==> src/hw/rtl/assert_macros.svh <==
// Assertion macros shared by the table segment parser modules
`ifndef ASSERT_MACROS_SVH
`define ASSERT_MACROS_SVH

// Same-cycle implication, checked out of reset
`define ASSERT_IMPLIES(label, ante, cons, msg) \
    label: assert property (@(posedge clk) disable iff (!rst_n) (ante) |-> (cons)) \
        else $error(msg);

// Next-cycle implication, checked out of reset
`define ASSERT_NEXT(label, ante, cons, msg) \
    label: assert property (@(posedge clk) disable iff (!rst_n) (ante) |=> (cons)) \
        else $error(msg);

`endif

==> src/hw/rtl/jtsp_pkg.sv <==
// Types and constants for the JPEG table segment parser
package jtsp_pkg;

    localparam int unsigned NUM_TABLES    = 4;
    localparam int unsigned COUNT_ENTRIES = 16;
    localparam int unsigned QUANT_ENTRIES = 64;
    localparam int unsigned ID_W          = 4;

    // Write targets as seen on the result channel
    localparam logic [1:0] TGT_COUNTS  = 2'd0;
    localparam logic [1:0] TGT_SYMBOLS = 2'd1;
    localparam logic [1:0] TGT_QUANT   = 2'd2;

    typedef enum logic [2:0] {
        PH_LEN_HI,
        PH_LEN_LO,
        PH_HEADER,
        PH_COUNTS,
        PH_SYMBOLS,
        PH_Q_FIRST,
        PH_Q_SECOND,
        PH_IDLE
    } phase_t;

    typedef enum logic [1:0] {
        ST_OK,
        ST_OVERRUN,
        ST_BAD_HEADER
    } status_t;

    typedef enum logic [1:0] {
        OP_NONE,
        OP_COUNT,
        OP_SYMBOL,
        OP_QUANT
    } op_kind_t;

    // Classified transaction passed from the front end to the back end
    typedef struct packed {
        op_kind_t    kind;
        logic        cls;
        logic [1:0]  id;
        logic [7:0]  index;
        logic [15:0] value;
        logic        done;
        status_t     status;
    } op_t;

    // Queue status seen by both ends
    typedef struct packed {
        logic full;
        logic empty;
    } q_stat_t;

endpackage

==> src/hw/rtl/jtsp_byte_if.sv <==
// Input channel: one segment payload byte per transaction
interface jtsp_byte_if;
    logic       valid;
    logic       ready;
    logic [7:0] data_byte;
    logic       func;
    logic       seg_start;

    modport source (output valid, data_byte, func, seg_start, input ready);
    modport sink   (input valid, data_byte, func, seg_start, output ready);
endinterface

==> src/hw/rtl/jtsp_write_if.sv <==
// Result channel: one table write / segment status per transaction
interface jtsp_write_if;
    logic        valid;
    logic        ready;
    logic        write_valid;
    logic [1:0]  write_target;
    logic        table_class;
    logic [1:0]  table_id;
    logic [7:0]  entry_index;
    logic [15:0] entry_value;
    logic        seg_done;
    logic [1:0]  status;

    modport source (output valid, write_valid, write_target, table_class, table_id,
                    entry_index, entry_value, seg_done, status, input ready);
    modport sink   (input valid, write_valid, write_target, table_class, table_id,
                    entry_index, entry_value, seg_done, status, output ready);
endinterface

==> src/hw/rtl/jpeg_table_segment_parser.sv <==
// JPEG DHT/DQT segment parser top level
//
//  channel      dir  transaction             payload
//  byte_chan    in   one segment byte        data_byte[8], func, seg_start
//  result_chan  out  one result per byte     write_valid, write_target[2],
//                                            table_class, table_id[2],
//                                            entry_index[8], entry_value[16],
//                                            seg_done, status[2]
//
//  One byte is taken every cycle while the queue is not full; the parse state
//  machine in the front end updates all its counters in the cycle the byte is taken.
//  A result reaches result_chan through the queue, written at the accepting edge,
//  and then the output register, which loads when it is empty or its result is taken.
//  Reset is asynchronous, active low, and leaves the parser waiting for a
//  length high byte; no clearing pass is needed.
//  A stalled result channel fills the queue, after which byte_chan.ready drops.
module jpeg_table_segment_parser #(
    parameter int unsigned QUEUE_DEPTH = 2
) (
    input  logic         clk,
    input  logic         rst_n,
    jtsp_byte_if.sink    byte_chan,
    jtsp_write_if.source result_chan
);
    import jtsp_pkg::*;

    op_t     push_op, head_op;
    q_stat_t stat;
    logic    push, pop;

    jtsp_front u_front (
        .clk       (clk),
        .rst_n     (rst_n),
        .byte_chan (byte_chan),
        .stat      (stat),
        .push      (push),
        .op        (push_op)
    );

    jtsp_queue #(
        .DEPTH (QUEUE_DEPTH)
    ) u_queue (
        .clk       (clk),
        .rst_n     (rst_n),
        .push      (push),
        .push_data (push_op),
        .pop       (pop),
        .head      (head_op),
        .stat      (stat)
    );

    jtsp_back u_back (
        .clk         (clk),
        .rst_n       (rst_n),
        .head        (head_op),
        .stat        (stat),
        .pop         (pop),
        .result_chan (result_chan)
    );

endmodule

==> src/hw/rtl/jtsp_front.sv <==
// Front end: segment parse state machine that classifies each byte
`include "assert_macros.svh"

module jtsp_front (
    input  logic             clk,
    input  logic             rst_n,
    jtsp_byte_if.sink        byte_chan,
    input  jtsp_pkg::q_stat_t stat,
    output logic             push,
    output jtsp_pkg::op_t    op
);
    import jtsp_pkg::*;

    phase_t          phase_reg, phase_next, phase_step, eff_phase;
    logic [15:0]     len_reg, len_next, len_lo_value;
    logic [15:0]     seen_reg, seen_next, seen_inc;
    logic            class_reg, class_next;
    logic [ID_W-1:0] id_reg, id_next;
    logic            wide_reg, wide_next;
    logic [7:0]      cnt_reg, cnt_next;
    logic [11:0]     total_reg, total_next, total_sum;
    logic [7:0]      held_reg, held_next;
    logic [7:0]      b;
    logic            accept, seg_end, id_ok, hdr_bad;

    assign b            = byte_chan.data_byte;
    assign accept       = byte_chan.valid && byte_chan.ready;
    assign byte_chan.ready = !stat.full;
    assign push         = accept;
    assign eff_phase    = byte_chan.seg_start ? PH_LEN_HI : phase_reg;
    assign len_lo_value = {len_reg[15:8], b};
    assign seen_inc     = seen_reg + 16'd1;
    assign total_sum    = total_reg + {4'h0, b};
    assign id_ok        = {1'b0, id_reg} < 5'(NUM_TABLES);
    assign hdr_bad      = (b[7:4] > 4'd1) || ({1'b0, b[3:0]} >= 5'(NUM_TABLES));

    // Next state of the parser
    always_comb
    begin
        phase_step = phase_reg;
        len_next   = len_reg;
        seen_next  = seen_reg;
        class_next = class_reg;
        id_next    = id_reg;
        wide_next  = wide_reg;
        cnt_next   = cnt_reg;
        total_next = total_reg;
        held_next  = held_reg;
        seg_end    = 1'b0;
        if (accept)
        begin
            case (eff_phase)
                PH_IDLE:
                begin
                    // drop bytes until the next segment starts
                end
                PH_LEN_HI:
                begin
                    len_next   = {b, 8'h00};
                    seen_next  = 16'd1;
                    phase_step = PH_LEN_LO;
                end
                PH_LEN_LO:
                begin
                    len_next   = len_lo_value;
                    seen_next  = 16'd2;
                    phase_step = (len_lo_value <= 16'd2) ? PH_IDLE : PH_HEADER;
                end
                default:
                begin
                    seen_next = seen_inc;
                    case (eff_phase)
                        PH_HEADER:
                        begin
                            id_next  = b[3:0];
                            cnt_next = 8'd0;
                            if (!byte_chan.func)
                            begin
                                class_next = b[4];
                                wide_next  = 1'b0;
                                total_next = 12'd0;
                                phase_step = PH_COUNTS;
                            end
                            else
                            begin
                                class_next = 1'b0;
                                wide_next  = b[4];
                                phase_step = PH_Q_FIRST;
                            end
                        end
                        PH_COUNTS:
                        begin
                            total_next = total_sum;
                            cnt_next   = cnt_reg + 8'd1;
                            if (cnt_reg == 8'(COUNT_ENTRIES - 1))
                            begin
                                cnt_next   = 8'd0;
                                phase_step = (total_sum == 12'd0) ? PH_HEADER : PH_SYMBOLS;
                            end
                        end
                        PH_SYMBOLS:
                        begin
                            cnt_next   = cnt_reg + 8'd1;
                            total_next = total_reg - 12'd1;
                            if (total_reg == 12'd1)
                                phase_step = PH_HEADER;
                        end
                        PH_Q_FIRST, PH_Q_SECOND:
                        begin
                            if (eff_phase == PH_Q_FIRST && wide_reg)
                            begin
                                held_next  = b;
                                phase_step = PH_Q_SECOND;
                            end
                            else
                            begin
                                cnt_next   = cnt_reg + 8'd1;
                                phase_step = PH_Q_FIRST;
                                if (cnt_reg == 8'(QUANT_ENTRIES - 1))
                                begin
                                    cnt_next   = 8'd0;
                                    phase_step = PH_HEADER;
                                end
                            end
                        end
                        default:
                        begin
                            phase_step = eff_phase;
                        end
                    endcase
                    seg_end = (seen_inc >= len_reg);
                end
            endcase
        end
        phase_next = seg_end ? PH_IDLE : phase_step;
    end

    // Classify the byte into a queue transaction
    always_comb
    begin
        op        = '0;
        op.kind   = OP_NONE;
        op.status = ST_OK;
        case (eff_phase)
            PH_IDLE, PH_LEN_HI:
            begin
                op.done = 1'b0;
            end
            PH_LEN_LO:
            begin
                op.done   = (len_lo_value <= 16'd2);
                op.status = (len_lo_value < 16'd2) ? ST_OVERRUN : ST_OK;
            end
            default:
            begin
                case (eff_phase)
                    PH_HEADER:
                    begin
                        if (hdr_bad)
                            op.status = ST_BAD_HEADER;
                    end
                    PH_COUNTS, PH_SYMBOLS:
                    begin
                        if (id_ok)
                        begin
                            op.kind  = (eff_phase == PH_COUNTS) ? OP_COUNT : OP_SYMBOL;
                            op.cls   = class_reg;
                            op.id    = id_reg[1:0];
                            op.index = cnt_reg;
                            op.value = {8'h00, b};
                        end
                    end
                    PH_Q_FIRST, PH_Q_SECOND:
                    begin
                        if (id_ok && !(eff_phase == PH_Q_FIRST && wide_reg))
                        begin
                            op.kind  = OP_QUANT;
                            op.id    = id_reg[1:0];
                            op.index = cnt_reg;
                            op.value = (eff_phase == PH_Q_SECOND) ? {held_reg, b}
                                                                  : {8'h00, b};
                        end
                    end
                    default:
                    begin
                        op.kind = OP_NONE;
                    end
                endcase
                // end of segment: overrun unless it falls on a table boundary
                if (seg_end)
                begin
                    op.done = 1'b1;
                    if (phase_step != PH_HEADER)
                        op.status = ST_OVERRUN;
                end
            end
        endcase
    end

    // Hold parser state
    always_ff @(posedge clk or negedge rst_n)
    begin
        if (!rst_n)
        begin
            phase_reg <= PH_LEN_HI;
            len_reg   <= '0;
            seen_reg  <= '0;
            class_reg <= 1'b0;
            id_reg    <= '0;
            wide_reg  <= 1'b0;
            cnt_reg   <= '0;
            total_reg <= '0;
            held_reg  <= '0;
        end
        else
        begin
            phase_reg <= phase_next;
            len_reg   <= len_next;
            seen_reg  <= seen_next;
            class_reg <= class_next;
            id_reg    <= id_next;
            wide_reg  <= wide_next;
            cnt_reg   <= cnt_next;
            total_reg <= total_next;
            held_reg  <= held_next;
        end
    end

    `ASSERT_IMPLIES(a_count_range, phase_reg == PH_COUNTS, cnt_reg < 8'(COUNT_ENTRIES), "count index past sixteen")
    `ASSERT_IMPLIES(a_symbols_left, phase_reg == PH_SYMBOLS, total_reg != 12'd0, "symbol phase with nothing left")
    `ASSERT_IMPLIES(a_second_wide, phase_reg == PH_Q_SECOND, wide_reg, "second quantizer byte on narrow table")
    `ASSERT_NEXT(a_done_idle, accept && op.done, phase_reg == PH_IDLE, "segment end did not idle the parser")

endmodule

==> src/hw/rtl/jtsp_queue.sv <==
// Short queue between the front end and the back end
`include "assert_macros.svh"

module jtsp_queue #(
    parameter int unsigned DEPTH = 2
) (
    input  logic              clk,
    input  logic              rst_n,
    input  logic              push,
    input  jtsp_pkg::op_t     push_data,
    input  logic              pop,
    output jtsp_pkg::op_t     head,
    output jtsp_pkg::q_stat_t stat
);
    import jtsp_pkg::*;

    localparam int unsigned PTR_W = (DEPTH > 1) ? $clog2(DEPTH) : 1;
    localparam int unsigned CNT_W = $clog2(DEPTH + 1);

    op_t              slots_reg [DEPTH];
    logic [PTR_W-1:0] wr_ptr_reg, wr_ptr_next, rd_ptr_reg, rd_ptr_next;
    logic [CNT_W-1:0] count_reg, count_next;

    assign head       = slots_reg[rd_ptr_reg];
    assign stat.full  = (count_reg == CNT_W'(DEPTH));
    assign stat.empty = (count_reg == '0);

    // Advance pointers and occupancy
    always_comb
    begin
        wr_ptr_next = wr_ptr_reg;
        rd_ptr_next = rd_ptr_reg;
        if (push)
            wr_ptr_next = (wr_ptr_reg == PTR_W'(DEPTH - 1)) ? '0 : wr_ptr_reg + 1'b1;
        if (pop)
            rd_ptr_next = (rd_ptr_reg == PTR_W'(DEPTH - 1)) ? '0 : rd_ptr_reg + 1'b1;
        case ({push, pop})
            2'b10:   count_next = count_reg + 1'b1;
            2'b01:   count_next = count_reg - 1'b1;
            default: count_next = count_reg;
        endcase
    end

    always_ff @(posedge clk or negedge rst_n)
    begin
        if (!rst_n)
        begin
            wr_ptr_reg <= '0;
            rd_ptr_reg <= '0;
            count_reg  <= '0;
        end
        else
        begin
            wr_ptr_reg <= wr_ptr_next;
            rd_ptr_reg <= rd_ptr_next;
            count_reg  <= count_next;
        end
    end

    // Store the pushed transaction
    always_ff @(posedge clk)
    begin
        if (push)
            slots_reg[wr_ptr_reg] <= push_data;
    end

    `ASSERT_IMPLIES(a_no_overflow, push, !stat.full, "push into a full queue")
    `ASSERT_IMPLIES(a_no_underflow, pop, !stat.empty, "pop from an empty queue")
    `ASSERT_IMPLIES(a_count_bound, 1'b1, count_reg <= CNT_W'(DEPTH), "queue count past depth")

endmodule

==> src/hw/rtl/jtsp_back.sv <==
// Back end: format queued transactions into the registered result channel
module jtsp_back (
    input  logic              clk,
    input  logic              rst_n,
    input  jtsp_pkg::op_t     head,
    input  jtsp_pkg::q_stat_t stat,
    output logic              pop,
    jtsp_write_if.source      result_chan
);
    import jtsp_pkg::*;

    logic        out_valid_reg;
    logic        load;
    logic        write_valid_reg;
    logic [1:0]  write_target_reg, target;
    logic        table_class_reg;
    logic [1:0]  table_id_reg;
    logic [7:0]  entry_index_reg;
    logic [15:0] entry_value_reg;
    logic        seg_done_reg;
    status_t     status_reg;

    assign load = !out_valid_reg || result_chan.ready;
    assign pop  = load && !stat.empty;

    // Map the transaction kind to a write target
    always_comb
    begin
        case (head.kind)
            OP_COUNT:  target = TGT_COUNTS;
            OP_SYMBOL: target = TGT_SYMBOLS;
            OP_QUANT:  target = TGT_QUANT;
            default:   target = TGT_COUNTS;
        endcase
    end

    always_ff @(posedge clk or negedge rst_n)
    begin
        if (!rst_n)
            out_valid_reg <= 1'b0;
        else if (load)
            out_valid_reg <= !stat.empty;
    end

    // Load the output stage when it drains
    always_ff @(posedge clk)
    begin
        if (pop)
        begin
            write_valid_reg  <= (head.kind != OP_NONE);
            write_target_reg <= target;
            table_class_reg  <= head.cls;
            table_id_reg     <= head.id;
            entry_index_reg  <= head.index;
            entry_value_reg  <= head.value;
            seg_done_reg     <= head.done;
            status_reg       <= head.status;
        end
    end

    assign result_chan.valid        = out_valid_reg;
    assign result_chan.write_valid  = write_valid_reg;
    assign result_chan.write_target = write_target_reg;
    assign result_chan.table_class  = table_class_reg;
    assign result_chan.table_id     = table_id_reg;
    assign result_chan.entry_index  = entry_index_reg;
    assign result_chan.entry_value  = entry_value_reg;
    assign result_chan.seg_done     = seg_done_reg;
    assign result_chan.status       = status_reg;

endmodule
==> src/flat_wrapper.sv <==
// flat-port wrapper written by rule: the top's interface ports become plain ports
module jpeg_table_segment_parser_flat import jtsp_pkg::*;
#(
    parameter int unsigned QUEUE_DEPTH = 2
)
  (clk, rst_n, byte_chan_valid, byte_chan_data_byte, byte_chan_func, byte_chan_seg_start, byte_chan_ready, result_chan_valid, result_chan_write_valid, result_chan_write_target, result_chan_table_class, result_chan_table_id, result_chan_entry_index, result_chan_entry_value, result_chan_seg_done, result_chan_status, result_chan_ready);
  jtsp_byte_if byte_chan_i ();
  jtsp_write_if result_chan_i ();
  input  logic clk;
  input  logic rst_n;
  input wire logic [$bits(byte_chan_i.valid)-1:0] byte_chan_valid;
  input wire logic [$bits(byte_chan_i.data_byte)-1:0] byte_chan_data_byte;
  input wire logic [$bits(byte_chan_i.func)-1:0] byte_chan_func;
  input wire logic [$bits(byte_chan_i.seg_start)-1:0] byte_chan_seg_start;
  output wire logic [$bits(byte_chan_i.ready)-1:0] byte_chan_ready;
  output wire logic [$bits(result_chan_i.valid)-1:0] result_chan_valid;
  output wire logic [$bits(result_chan_i.write_valid)-1:0] result_chan_write_valid;
  output wire logic [$bits(result_chan_i.write_target)-1:0] result_chan_write_target;
  output wire logic [$bits(result_chan_i.table_class)-1:0] result_chan_table_class;
  output wire logic [$bits(result_chan_i.table_id)-1:0] result_chan_table_id;
  output wire logic [$bits(result_chan_i.entry_index)-1:0] result_chan_entry_index;
  output wire logic [$bits(result_chan_i.entry_value)-1:0] result_chan_entry_value;
  output wire logic [$bits(result_chan_i.seg_done)-1:0] result_chan_seg_done;
  output wire logic [$bits(result_chan_i.status)-1:0] result_chan_status;
  input wire logic [$bits(result_chan_i.ready)-1:0] result_chan_ready;
  assign byte_chan_i.valid = byte_chan_valid;
  assign byte_chan_i.data_byte = byte_chan_data_byte;
  assign byte_chan_i.func = byte_chan_func;
  assign byte_chan_i.seg_start = byte_chan_seg_start;
  assign byte_chan_ready = byte_chan_i.ready;
  assign result_chan_valid = result_chan_i.valid;
  assign result_chan_write_valid = result_chan_i.write_valid;
  assign result_chan_write_target = result_chan_i.write_target;
  assign result_chan_table_class = result_chan_i.table_class;
  assign result_chan_table_id = result_chan_i.table_id;
  assign result_chan_entry_index = result_chan_i.entry_index;
  assign result_chan_entry_value = result_chan_i.entry_value;
  assign result_chan_seg_done = result_chan_i.seg_done;
  assign result_chan_status = result_chan_i.status;
  assign result_chan_i.ready = result_chan_ready;
  jpeg_table_segment_parser #(.QUEUE_DEPTH(QUEUE_DEPTH)) u_core (.clk(clk), .rst_n(rst_n), .byte_chan(byte_chan_i), .result_chan(result_chan_i));
endmodule
==> config.mk <==
export PLATFORM = sky130hd
export DESIGN_NAME = jpeg_table_segment_parser_flat
export DESIGN_NICKNAME = d
export VERILOG_FILES = /design/src/hw/rtl/jtsp_pkg.sv /design/src/hw/rtl/jtsp_byte_if.sv /design/src/hw/rtl/jtsp_write_if.sv /design/src/hw/rtl/jpeg_table_segment_parser.sv /design/src/hw/rtl/jtsp_front.sv /design/src/hw/rtl/jtsp_queue.sv /design/src/hw/rtl/jtsp_back.sv /design/src/flat_wrapper.sv
export VERILOG_INCLUDE_DIRS = /design/src /design/src/hw/rtl
export SDC_FILE = /design/constraint.sdc
export NUM_CORES = 1
export LEC_CHECK = 0
export BUFFER_PORTS_ARGS = -buffer_cell sky130_fd_sc_hd__buf_4
export CORE_MARGIN = 2
export CORE_UTILIZATION = 60
export DETAILED_ROUTE_END_ITERATION = 16
export GPL_TIMING_DRIVEN = 0
export PLACE_DENSITY_LB_ADDON = 0.08
export SLEW_MARGIN = 20
export SYNTH_ARGS = -nofsm -noshare
export SYNTH_HDL_FRONTEND = slang
export SYNTH_SLANG_ARGS = --single-unit
==> constraint.sdc <==
create_clock -name clk -period 4.06 [get_ports clk]
set_clock_uncertainty 0.2 [all_clocks]
set_input_delay 0.406 -clock clk [delete_from_list [all_inputs] [get_ports clk]]
set_output_delay 0.406 -clock clk [all_outputs]
set_load 0.005 [all_outputs]
==> flow_summary.ini, run 1 <==
[min_path]
hold_end = u_core.u_front.wide_reg$_DFFE_PN0P_
whs_path_depth = 3
min_path_type = in2reg
hold_start = byte_chan_func

[sta]
hold_viol = 0
worst_slack_ps = 363.7
max_freq_mhz = 270.5
drv_slew = 0
tightest_slew_ps = 996.9
fin_crit_sh_pct = 91.04
rsz0062_at_grt = false
hold_slack_ps = 76.92
setup_viol = 0
min_period_ps = 3696
slew_headroom_pct = 32.92

[power_and_ir_drop]
power.total_mw = 6.592
p_sw_mw = 2.316
power_leakage_nw = 3.918
intPower_mw = 4.276
sw_frac_of_total_pct = 35.13
power_frac_seq_pct = 41.2
max-vdd-ir-drop_v = 0.0003072
p_per_area_mw_per_mm2 = 685.0
power_frac_comb_pct = 34.8
clkPwrFrac_pct = 24.0

[final_layout]
nets = 830
drive_gt1_share_pct = 19.15
syn_to_final_growth_pct = 15.34
fin_area_mm2 = 0.009623
n_antenna_cell = 0
largest_reg_flops = 64
post-route-util_pct = 70.14
fillers = 1010

[worst_setup_path]
path_class = reg2reg
ff2ff_path_depth = 14
crit_required_ps = 4130
crit_fanout = 9
rr_endpoint = u_core.u_queue.slots_reg[1][0]$_DFFE_PP_
arrival_ps = 3760
end_kind = flip-flop
start_kind = flip-flop
r2r_setup_slack_ps = 360
r2r_start = u_core.u_front.seen_reg[0]$_DFFE_PN0P_

[placed_design]
port_buffers = 48
place.gp.congestion = 0.9406
post-dp-hpwl_um = 12740
place_ws_ps = 198.0
placed_area_mm2 = 0.009016

[clocking]
clockBufferDepth = 2
cts_buffers = 17
clockRootBuffer = clkbuf_16
clock-sinks = 171
cts_tree = done
clkLatencyLatePin_ps = 430
htreeDepth = 4
clkTransAtPathRegs_ps = 70

[synth]
dominantRegCellSynth = edfxtp_1
synth_nets = 758
yosysSeqAreaShare_pct = 57.11
syn_area_per_cell_um2 = 11.68
synthCells = 714
yosys_warnings = 0
synth_area_leaders = edfxtp_1 (35%), dfrtp_1 (22%), mux2_2 (5.7%)
synthesis.area_mm2 = 0.008343
yosysTopAreaCell = edfxtp_1
async_reset_ff_share_pct = 43.27
synth.distinct_cells = 66
synth_top_area_share_pct = 34.91
synth_edf_count = 97
ys_seq_elements = 171

[global_route]
grt_pass1_vias = 5924
grt_overflow = 0
antenna_found_initial = 0
grt_usage_pct = 26.82
grt_max_degree = 75
grt_pass1_wl_um = 30190

[route]
drc = 0
drt_first_iter_violations = 459
vias_per_cell = 6.103
wl_um = 18510
ant_nets = 0
wl_per_cell_um = 18.91
vias = 5975
dr.pass1.iters = 5

[flow_run]
maxCapViolCount = 0

[floorplan]
dieWidth_um = 121.9
num_io_pins = 49
fp.dieH_um = 121.9
num_rows = 43
core_mm2 = 0.01372
die_area_mm2 = 0.01486
start_util_pct = 60.81

[run_status]
outcome = complete, no violations
-- logic make-up (layout without fill, tap and decap cells) --
group	Yosys count	count (layout)	share of synthesized area, %
flip-flops	171	171	57.11
multiplexers	43	43	5.789
XOR/XNOR	25	25	2.624
AO/OA/AOI/OAI	162	162	12.57
buffers and inverters	53	138	2.429
AND/OR/NAND/NOR	230	230	14.89
adder cells (fa/ha/maj)	30	30	4.589
-- cells in the final DEF (no fill, tap or decap), types with 7 or more instances in the layout --
cell        n
a22o_1     16
xnor2_1    15
clkbuf_16  17
nand2b_1    9
nor2_1     50
o21ai_0    62
and3_1     11
nor4_1      7
nand2_1    38
and2_1     30
inv_1      25
nand3_1    29
xor2_1     10
buf_4      48
nor3_1      9
ha_1       29
edfxtp_1   97
dfrtp_1    73
clkbuf_1   24
a21oi_1    29
mux2_2     42
-- worst max-delay path, cell delays in order (launching register included) --
cell and delay [ps]:
dfrtp_2 460, ha_1 260, nand2_1 110, nor2_1 260
and3_1 190, clkbuf_1 240, nand3_1 140, xnor2_1 170
ha_1 320, nand4_1 160, a211oi_1 200, o21ai_0 170
a21oi_2 350, o22ai_2 140, a21oi_1 170
-- layer usage --
layer / wire [um] / share of wire [%] / up-vias / track usage [%]
met5: 0 / 0 / - / 0
met4: 597 / 3.2 / 0 / 11.78
met3: 908 / 4.9 / 45 / 4.682
met2: 9132 / 49 / 197 / 44.76
met1: 7873 / 43 / 2933 / 34.63
li1: - / - / 2800 / -
-- cells in the mapped netlist (3+ instances only) --
library cell / number
a211oi_1: 6
a21o_1: 6
a21oi_1: 31
a22o_1: 16
a31oi_1: 4
and2_1: 30
and3_1: 12
and4_1: 4
buf_2: 3
clkbuf_1: 24
dfrtp_1: 74
edfxtp_1: 97
ha_1: 29
inv_1: 25
mux2_2: 42
nand2_1: 38
nand2b_1: 9
nand3_1: 29
nand3b_1: 3
nand4_1: 6
nor2_1: 51
nor2b_1: 5
nor3_1: 9
nor4_1: 7
nor4b_1: 3
o211ai_1: 5
o21ai_0: 62
o31ai_1: 5
or2_2: 5
or3_1: 5
xnor2_1: 15
xor2_1: 10
-- worst max path at each step --
stage / start / end
finish: u_core.u_front.seen_reg[0]$_DFFE_PN0P_ / u_core.u_queue.slots_reg[1][0]$_DFFE_PP_
global placement: u_core.u_queue.count_reg[0]$_DFFE_PN0P_ / u_core.u_queue.slots_reg[0][7]$_DFFE_PP_
floorplan: u_core.u_queue.count_reg[0]$_DFFE_PN0P_ / u_core.u_queue.count_reg[1]$_DFFE_PN0P_
global route: u_core.u_front.seen_reg[0]$_DFFE_PN0P_ / u_core.u_queue.slots_reg[1][0]$_DFFE_PP_
CTS: u_core.u_front.seen_reg[0]$_DFFE_PN0P_ / u_core.u_queue.slots_reg[0][1]$_DFFE_PP_
detailed placement: u_core.u_front.seen_reg[0]$_DFFE_PN0P_ / u_core.u_queue.slots_reg[1][1]$_DFFE_PP_
-- repair_timing --
action / in CTS / in global routing
hold buffers: 2 / 0
setup endpoints to repair: 0 / 6
endpoints found under the hold margin: 75 / 0
setup buffers: 0 / 0
gates resized for setup: 0 / 3
-- cell type report --
class / count / area, um^2 / area share, %
well taps: 180 / 225.2 / 2.340
clock inverters: 15 / 150.1 / 1.560
flip-flops and latches: 171 / 4766 / 49.53
repair buffers: 53 / 447.9 / 4.655
plain buffers: 27 / 105.1 / 1.092
multi-input cells: 490 / 3406 / 35.39
clock buffers: 17 / 425.4 / 4.421
inverters: 26 / 97.59 / 1.014
-- stage by stage --
step / TNS (ps) / cells
2_1_floorplan: 0 / 714
3_3_place_gp: -7725 / 942
3_5_place_dp: 0 / 945
4_1_cts: 0 / 979
5_1_grt: 0 / 979
6_report: 0 / 979
-- power groups by stage --
stage	logic, mW	registers (mW)	clock network (mW)
floorplan	1.48	2.71	0
global placement	2.13	2.73	0
finish	2.30	2.72	1.58
global route	2.55	2.77	1.66
CTS	2.29	2.71	1.60
detailed placement	2.28	2.74	0
No activity file was read; power rests on OpenSTA's default activity.
==> inputs of run 2 (changes only) <==
--- a/config.mk
+++ b/config.mk
@@ -7,6 +7,7 @@
 export NUM_CORES = 1
 export LEC_CHECK = 0
 export BUFFER_PORTS_ARGS = -buffer_cell sky130_fd_sc_hd__buf_4
+export CORE_ASPECT_RATIO = 0.6
 export CORE_MARGIN = 2
 export CORE_UTILIZATION = 60
 export DETAILED_ROUTE_END_ITERATION = 16
==> constraint.sdc (replaced) <==
create_clock -name clk -period 3.8 [get_ports clk]
set_clock_uncertainty 0.2 [all_clocks]
set_input_delay 0.38 -clock clk [delete_from_list [all_inputs] [get_ports clk]]
set_output_delay 0.38 -clock clk [all_outputs]
set_load 0.005 [all_outputs]
==> flow_summary.ini, run 2 (synthesis gave the netlist of run 1 again) <==
[route]
drc = 0
highest_layer = met4
vias_per_cell = 6.321
ant_nets = 0
wl_um = 19670
met2_length_um = 8815
vias = 6150
dr.pass1.iters = 5
wl_per_cell_um = 20.21
met1_length_um = 9105
drt_first_iter_violations = 543
wl_met3_um = 1490

[power_and_ir_drop]
p_per_area_mw_per_mm2 = 748.9
p_sw_mw = 2.589
power_frac_seq_pct = 40.1
power_frac_comb_pct = 34.9
sw_frac_of_total_pct = 35.75
clkPwrFrac_pct = 25.0
power_leakage_nw = 3.948
max-vdd-ir-drop_v = 0.0004488
intPower_mw = 4.655

[sta]
min_period_ps = 3563
hold_slack_ps = 64.32
slew_headroom_pct = 32.72
setup_viol = 0
rsz0062_at_grt = false
drv_slew = 0
max_freq_mhz = 280.7
hold_viol = 0
fin_crit_sh_pct = 93.75
tightest_slew_ps = 1009
tns_ps = 0

[floorplan]
dieWidth_um = 156.2
core_mm2 = 0.01363
start_util_pct = 61.23
die_area_mm2 = 0.01490
num_rows = 33
fp.dieH_um = 95.34
num_io_pins = 49

[final_layout]
syn_to_final_growth_pct = 15.94
drive_gt1_share_pct = 19.67
layout_common_cells = edfxtp_1 (97), dfrtp_1 (73), o21ai_0 (62)
mostFrequentLayoutCell = edfxtp_1
largest_reg_flops = 64
n_antenna_cell = 0
fin_area_mm2 = 0.009673
nets = 829

[clocking]
clkLatencyLatePin_ps = 430
cts_buffers = 17
clock-sinks = 171
htreeDepth = 4
clockBufferDepth = 2
cts_tree = done
clkTransAtPathRegs_ps = 80
clockRootBuffer = clkbuf_16

[placed_design]
place.gp.congestion = 0.9680
post-dp-hpwl_um = 13620
port_buffers = 48
placed_area_mm2 = 0.009010

[run_status]
outcome = complete, no violations

[global_route]
grt_max_degree = 75
antenna_found_initial = 0
grt_pass1_wl_um = 30960
grt_usage_pct = 27.87
grt_overflow = 0
grt_pass1_vias = 5852

[min_path]
min_path_type = in2reg

[worst_setup_path]
end_kind = flip-flop
arrival_ps = 3530
crit_fanout = 9
path_class = reg2reg
start_kind = flip-flop
crit_required_ps = 3760

[flow_run]
maxCapViolCount = 0
-- run 2: cell types whose count changed in the layout (fill, tap and decap cells not counted), moves of 2 or more --
cell / before / now
clkbuf_1: 24 / 22
clkinv_4: 2 / 0
clkinv_8: 1 / 4
clkinvlp_4: 3 / 0
-- run 2: routing by layer --
metal / track usage [%] / vias to the layer above
li1: - / 2802
met1: 41.21 / 3028
met2: 42.29 / 286
met3: 5.591 / 34
met4: 8.333 / 0
met5: 0 / -
-- run 2: layout make-up --
class	instances	area (um^2)
Clock inverter	15	197.7
Tap cell	175	219.0
Fill cell	941	3953
Clock buffer	17	425.4
Buffer	25	97.59
Timing Repair Buffer	54	455.4
Sequential cell	171	4766
Inverter	26	97.59
Multi-Input combinational cell	490	3415
-- run 2: path summary, 6_finish.rpt --
path / from / end / slack, ps / depth (start not counted)
min in group asynchronous: rst_n / u_core.u_front.seen_reg[11]$_DFFE_PN0P_ / 430 / 2
setup reg to reg: u_core.u_front.seen_reg[0]$_DFFE_PN0P_ / u_core.u_queue.slots_reg[1][2]$_DFFE_PP_ / 240 / 13
hold / removal: byte_chan_data_byte[6] / u_core.u_front.len_reg[6]$_DFFE_PN0P_ / 60 / 2
max in group asynchronous: rst_n / u_core.u_front.seen_reg[0]$_DFFE_PN0P_ / 2210 / 2
hold reg to reg: u_core.u_front.held_reg[7]$_DFFE_PN0P_ / u_core.u_front.held_reg[7]$_DFFE_PN0P_ / 300 / 1
setup / recovery: u_core.u_front.seen_reg[0]$_DFFE_PN0P_ / u_core.u_queue.slots_reg[1][2]$_DFFE_PP_ / 240 / 13
-- run 2: timing repair --
action / in CTS / in global routing
resized for setup: 3 / 4
hold endpoints to repair: 75 / 0
setup buffers: 1 / 0
hold buffers: 2 / 0
endpoints found under the setup margin: 6 / 9
pin swaps: 1 / 0
-- run 2: power by group through the flow --
stage,Sequential (mW),Combinational (mW),Clock [mW]
final,2.91,2.53,1.81
after global routing,2.97,2.77,1.91
after CTS,2.90,2.51,1.83
after detailed placement,2.94,2.48,0
after global placement,2.92,2.31,0
after floorplan,2.89,1.58,0
-- run 2: worst max-delay path: stages (launching register included) --
cell and delay [ps]:
dfrtp_2 460, and3_1 220, and4_2 330, and3_1 220
nand3_1 110, xnor2_1 230, ha_1 290, a21o_1 160
a21o_1 170, a21oi_1 140, o21a_1 160, a21oi_2 100
buf_4 210, or2_2 310
-- run 2: through the flow --
step                util, %  std cells  setup WS, ps  total power [mW]
floorplan                 -        714         569.4             4.476
global placement      65.48        937        -481.5             5.233
detailed placement    66.12        940        -281.7             5.422
CTS                   70.98        975         41.09             7.240
global route          70.99        973         20.37             7.653
finish                70.99        973         237.4             7.244
